$ cat src/hw/rtl/priority_event_queue_with_dependencies_assert.svh
// ----------------------------------------------------------------------------
// priority_event_queue_with_dependencies_assert
// Assertion macros used by the engine RTL file.
// ----------------------------------------------------------------------------
`ifndef PRIORITY_EVENT_QUEUE_WITH_DEPENDENCIES_ASSERT_SVH
`define PRIORITY_EVENT_QUEUE_WITH_DEPENDENCIES_ASSERT_SVH

// Expression must hold at every clock edge outside reset.
`define PEQD_ASSERT_ALWAYS(label, clk, rst, expr, msg) \
   label: assert property (@(posedge clk) disable iff (rst) (expr)) else $error(msg);

// Antecedent implies consequent in the same cycle.
`define PEQD_ASSERT_IMPLY(label, clk, rst, ante, cons, msg) \
   label: assert property (@(posedge clk) disable iff (rst) (ante) |-> (cons)) \
      else $error(msg);

`endif

$ cat src/hw/rtl/peqd_pkg.sv
// ----------------------------------------------------------------------------
// peqd_pkg
// Types and constants of the priority event queue with dependencies.
// ----------------------------------------------------------------------------
package peqd_pkg;

   localparam int QUEUE_DEPTH_DEF = 16;
   localparam int MAX_DEPENDS_DEF = 4;
   localparam int ID_W            = 63;
   localparam int DEP_SLOTS       = 4;

   localparam logic [ID_W-1:0] ID_MAX = {ID_W{1'b1}};

   localparam logic [2:0] ST_ADDED     = 3'd0;
   localparam logic [2:0] ST_TOO_MANY  = 3'd1;
   localparam logic [2:0] ST_POOL_FULL = 3'd2;
   localparam logic [2:0] ST_POPPED    = 3'd3;
   localparam logic [2:0] ST_EMPTY     = 3'd4;

   localparam logic ACT_ADD = 1'b0;
   localparam logic ACT_POP = 1'b1;

   typedef struct packed {
      logic            action;
      logic [7:0]      priority_req;
      logic [31:0]     handler;
      logic [31:0]     user_context;
      logic [2:0]      dep_count;
      logic [ID_W-1:0] dep_id_0;
      logic [ID_W-1:0] dep_id_1;
      logic [ID_W-1:0] dep_id_2;
      logic [ID_W-1:0] dep_id_3;
   } peqd_req_type;

   typedef struct packed {
      logic [2:0]      status;
      logic [ID_W-1:0] evt_id;
      logic [7:0]      out_priority;
      logic [31:0]     out_handler;
      logic [31:0]     out_context;
      logic [4:0]      queue_count;
   } peqd_rsp_type;

   // Classified request handed from front to engine.
   typedef struct packed {
      logic         bad_deps;
      peqd_req_type req;
   } peqd_cmd_type;

endpackage

$ cat src/hw/rtl/peqd_front.sv
// ----------------------------------------------------------------------------
// peqd_front
// Accepts requests, flags oversized dependency lists, two-entry queue.
// ----------------------------------------------------------------------------
module peqd_front import peqd_pkg::*; #(
   parameter int MAX_DEPENDS = MAX_DEPENDS_DEF
) (
   input  logic         clock,
   input  logic         reset,
   input  logic         req_valid,
   output logic         req_stall,
   input  peqd_req_type req_data,
   output logic         cmd_valid,
   output peqd_cmd_type cmd,
   input  logic         cmd_take
);

   peqd_cmd_type entry_ff [2];
   logic         wr_ptr_ff, wr_ptr_in;
   logic         rd_ptr_ff, rd_ptr_in;
   logic [1:0]   count_ff, count_in;
   logic         push, pop;
   peqd_cmd_type cls;

   always_comb begin
      cls.req      = req_data;
      cls.bad_deps = (32'(req_data.dep_count) > MAX_DEPENDS);
   end

   assign req_stall = (count_ff == 2'd2);
   assign push      = req_valid && !req_stall;
   assign cmd_valid = (count_ff != 2'd0);
   assign pop       = cmd_valid && cmd_take;
   assign cmd       = entry_ff[rd_ptr_ff];

   assign wr_ptr_in = wr_ptr_ff ^ push;
   assign rd_ptr_in = rd_ptr_ff ^ pop;
   assign count_in  = count_ff + 2'(push) - 2'(pop);

   always_ff @(posedge clock) begin
      if (reset) begin
         wr_ptr_ff <= 1'b0;
         rd_ptr_ff <= 1'b0;
         count_ff  <= 2'd0;
      end else begin
         wr_ptr_ff <= wr_ptr_in;
         rd_ptr_ff <= rd_ptr_in;
         count_ff  <= count_in;
      end
      if (push) begin
         entry_ff[wr_ptr_ff] <= cls;
      end
   end

endmodule

$ cat config.mk
export PLATFORM = sky130hd
export DESIGN_NAME = peqd_front
export DESIGN_NICKNAME = d
export VERILOG_FILES = /design/src/hw/rtl/priority_event_queue_with_dependencies_assert.svh /design/src/hw/rtl/peqd_pkg.sv /design/src/hw/rtl/peqd_front.sv
export SDC_FILE = /design/constraint.sdc
export NUM_CORES = 1
export LEC_CHECK = 0
export BUFFER_PORTS_ARGS = -buffer_cell sky130_fd_sc_hd__clkbuf_2
export CAP_MARGIN = 30
export CORE_AREA = 2 2 261 263
export CTS_CLUSTER_DIAMETER = 60
export CTS_CLUSTER_SIZE = 12
export DETAILED_ROUTE_END_ITERATION = 7
export DIE_AREA = 0 0 263 265
export GPL_ROUTABILITY_DRIVEN = 0
export GPL_TIMING_DRIVEN = 0
export HOLD_SLACK_MARGIN = 0.08
export PLACE_DENSITY_LB_ADDON = 0.3
export SKIP_CTS_REPAIR_TIMING = 1
export SLEW_MARGIN = 20
export SYNTH_ARGS = -nofsm -noshare
export SYNTH_HDL_FRONTEND = slang
export SYNTH_SLANG_ARGS = --single-unit
$ cat constraint.sdc
create_clock -name clock -period 14.6 [get_ports clock]
set_clock_uncertainty 0.15 [all_clocks]
set_input_delay 1.46 -clock clock [delete_from_list [all_inputs] [get_ports clock]]
set_output_delay 1.46 -clock clock [all_outputs]
set_load 0.01 [all_outputs]
* After elaboration in Yosys (flattened, before gate mapping)
Memory sizes are Yosys's and may differ from the RTL's. A register that Yosys moved wholly into a read port is not among the register bits. Index checks and enable logic that the tools add are counted.
Operators by class: add/sub/neg operators 2, order comparisons 1, equality and inequality tests 1, muxes and demuxes 3, bitwise gates (word level) 2, reduce and logical (&&, ||, !) cells 4
Operators with widths (count):
- $gt A3 B3 Y1 const B | 1
- $mux W1 | 3
- $add A2 B1 Y2 | 1
- $eq A2 B2 Y1 const B | 1
- $logic_and A1 B1 Y1 | 2
- $reduce_bool A2 Y1 | 1
- $sub A2 B1 Y2 | 1
- $xor A1 B1 Y1 | 2
- $logic_not A1 Y1 | 1
Word-level totals: bits in registers 4, memory bits (writable) 658, input bits 332, output and inout bits 331, word-level logic and storage cells 17, memories 1
Memories:
- entry_ff | depth 2, width 329, rd ports 1, clocked after memory_dff 1, wr ports 1, line peqd_front.sv:18 | peqd_cmd_type entry_ff [2];

* Longest topological paths before layout
word-level depth 5, gate-level depth with buffers 7

* Worst setup path before layout
Ideal clock, no wire load.
kind in2reg, start point in req_valid, end point mem entry_ff[1][0] (netlist name), enable pin, data arrival time 9133 ps, slack 4582 ps, stages 2, buffers on the path 0, path through and2_1 ha_1
On the way: cells in the longest elaborated chain, start to end 3
RTL lines:
- from (decl) | line peqd_front.sv:10 | input logic req_valid,
- $logic_and A1 B1 Y1 | line peqd_front.sv:31 | assign push = req_valid && !req_stall;
- $mux W1 | line peqd_front.sv:50 | if (push) begin
- $mux W1 (not written as such) | line peqd_front.sv:51 | entry_ff[wr_ptr_ff] <= cls;
- to (decl) | line peqd_front.sv:18
No other way between the ends.

==> results.txt <==
* Count of warnings emitted by yosys: 0
* Fin crit share: 0.253
- Total Neg Setup Slack: 0 ns
- The path with the worst hold slack has its endpoint at wr_ptr_ff.
* Wirelength, routed: 55.9 mm
* Total of flip-flops plus latches after synthesis: 662
* Overall overflow remaining after global route: 0
- Drt drc: 0
- Std cell rows: 95
- Antenna violations before repair: 9
- Using the TritonRoute via totals, the vias-per-cell ratio works out to 4.64.
- Count of endpoints failing setup in the final report: 0
- CTS HTree Levels: 3
- Share of the yosys chip area belonging to registers: 0.821
- For this run, the total global-route usage over all layers was measured as 0.157.
- Of the cells placed in the final design, the portion with a size suffix greater than 1 is 0.623.
* Register-to-register path setup slack: 11.48 ns
- Data on the critical path is required at its endpoint by 12.99 ns.
* Worst R2R Path Depth: 7
- Maximum clock rate: 0.270 GHz
- Number of nets in the finished design: 2131
- The critical path in this run is classified as register to primary output.
- In this run, synthesis inferred 658 flip-flops with an integrated enable.
- Counting flops with an async set or reset pin after synthesis yields a share of 0.
- For this configuration, the core starts out at a cell density of 0.362.
- Cell with the most instances on the worst path: buf_6
* Worst hold path type: register to register
* Number of global-route vias before repair: 13395
* Clock root buffer: clkbuf_16
* Reported leakage power: 0.0116 uW
- List of most frequent post-synthesis cells: 658 x edfxtp_1, 309 x mux2_2, 32 x buf_6, 20 x mux2_4
* Critical Path Fanout Max: 10
- The smallest clock period supported by the final layout is computed as 3.70 ns.
* Total Die Area: 69700 sq um
- Across the run, the number of max-cap violations was 0.
- The number of pins exceeding their max-slew limit in the final report was 0.
- For this run, the detailed router's first-pass iteration total came to 4.
- Clock tree from TritonCTS: yes
- Post-route total power: 5310 uW
* Detailed router's first-iteration violation count: 753
* Cell count after synthesis: 1048
- The worst hold path was traced through 3 stages.
- Clock insertion delay at the later pin of the skew report: 0.58 ns
- The first global-routing pass estimated 81.8 mm of wire.
* Num CTS Buffers: 68
- Summed over all instances, the cell type with the most area after synthesis is edfxtp_1.
- CP peak stage delay: 0.39 ns
* Startpoint of the lowest-slack hold path: wr_ptr_ff
- The worst register-to-register path ends at entry_ff[0][181].
- Mean area per synthesized cell: 23.1 sq um
* Startpoint types: register
* Vertical extent of the die: 265 um
- Most area-consuming cells after synthesis: edfxtp_1 82%, mux2_2 14%, buf_6 1.5%
- Clk slew on worst S/H paths: 0.05 ns
- Entering global routing, the biggest net connects 52 pins.
- Total count of hold-check failures in the final report: 0
- Design Area, Final: 30900 sq um
* Startpoint of the worst register-to-register path: count_ff[0]
* Placed cell area: 29000 sq um
- Syn Nets: 1384
- Outcome: completed
- Worst Setup End Kind: primary output
* Quantity of I/O buffers inserted on ports: 662
* Growth of design area from synthesis to finish: 27.8%
- Setup repair after global routing missed its margin: no
- The clock passes through at most 3 buffers.
- In this run the remaining antenna-violating nets after routing total 0.
- Distinct cell type count after synthesis: 18
- Of the post-synthesis cell area, the dominant cell type holds 0.818.
- Tightest Pin Transition: 0.713 ns
- After detailed routing, the average wire length per cell comes to 20.8 um.
- IO Pins: 663
- The die is 263 um wide.
- Post-detail-place hpwl: 40.9 mm
* Clock sink total: 662
- Core Area: 66800 sq um
- After filler insertion, the fill cell instance count of the layout stands at 5781.
- Detailed routing inserted a total of 12481 vias.
- Final hold analysis gives a worst-case slack of 0.486 ns.
- Most common cell in the synthesized netlist: edfxtp_1
- Pwr/cell area: 172 nW/um^2
* Maximum ir drop on the vdd rail: 0.110 mV
- Traced cell by cell, the critical path runs through buf_4 > buf_6 > buf_6 > mux2_2 > clkbuf_2.
* Synth Cell Area: 24200 sq um
- Rel. slew slack: 0.524
- Primary FF master, synth: edfxtp_1
- STA puts the critical path data arrival time at 2.09 ns.
- Final core utilization: 0.462
- The largest individual stage delay along the critical path comes from the cell mux2_2.
## worst max-delay path, delay by kind of cell (launching register included)
family / cells / cell delay, ns
multiplexers: 1 / 0.39
buffers and inverters: 4 / 0.80
flip-flops: 1 / 0.30
## report_power, final
part / switching (uW) / internal (uW)
Sequential: 51.2 / 2410
Clock: 672 / 879
Combinational: 713 / 586
## routing by layer
layer | share of wire | up-vias | track usage
met5 | 0.00098 | - | 0
met4 | 0.036 | 8 | 0.0697
met3 | 0.081 | 123 | 0.0549
met2 | 0.52 | 464 | 0.279
met1 | 0.36 | 6205 | 0.167
li1 | - | 5681 | -
## registers in the layout, summed over array words and instances (netlist names)
signal and flops:
rd_ptr_ff 1, count_ff 2, entry_ff 658, wr_ptr_ff 1
## through the flow
stage / setup slack [ns] / std cells
after global routing: 10.78 / 2688
after detailed placement: 10.44 / 2598
after CTS: 10.77 / 2683
final: 10.90 / 2688
after global placement: 0.151 / 2583
after floorplan: 4.58 / 1048
## placed cells by master (no fill, tap or decap), types with 4 or more instances in the layout
master | Yosys | layout
buf_6 | 32 | 32
buf_16 | 0 | 8
buf_2 | 4 | 4
mux2_4 | 20 | 20
clkbuf_1 | 0 | 4
dfxtp_1 | 4 | 4
edfxtp_1 | 658 | 658
mux2_2 | 309 | 309
diode_2 | 0 | 5
buf_12 | 0 | 7
clkbuf_2 | 0 | 662
clkbuf_16 | 0 | 70
## kinds of logic after synthesis
logic type / count (synthesis) / synth area share
flip-flops: 662 / 0.821
multiplexers: 330 / 0.157
buffers and inverters: 40 / 0.0165
AND/OR/NAND/NOR: 9 / 0.00192
adder cells (fa/ha/maj): 4 / 0.00207
AO/OA/AOI/OAI: 2 / 0.000621
XOR/XNOR: 1 / 0.000932
## cell type report
type / count / area [sq um] / area share
diodes: 5 / 12.5 / 0.000405
inverters: 3 / 11.3 / 0.000365
clock inverters: 11 / 140 / 0.00454
multi-input cells: 346 / 3950 / 0.128
well taps: 873 / 1090 / 0.0354
repair buffers: 677 / 3670 / 0.119
plain buffers: 37 / 388 / 0.0126
flip-flops and latches: 662 / 19800 / 0.643
clock buffers: 74 / 1770 / 0.0572
## worst max path at each step
stage,depth (start not counted),end,start
after global routing,5,cmd[96],rd_ptr_ff
after CTS,5,cmd[96],rd_ptr_ff
final,5,cmd[96],rd_ptr_ff
after global placement,3,entry_ff[0][143],req_valid
after floorplan,2,entry_ff[1][0],req_valid
after detailed placement,7,entry_ff[0][139],req_valid
(Power assumes the default switching activity.)
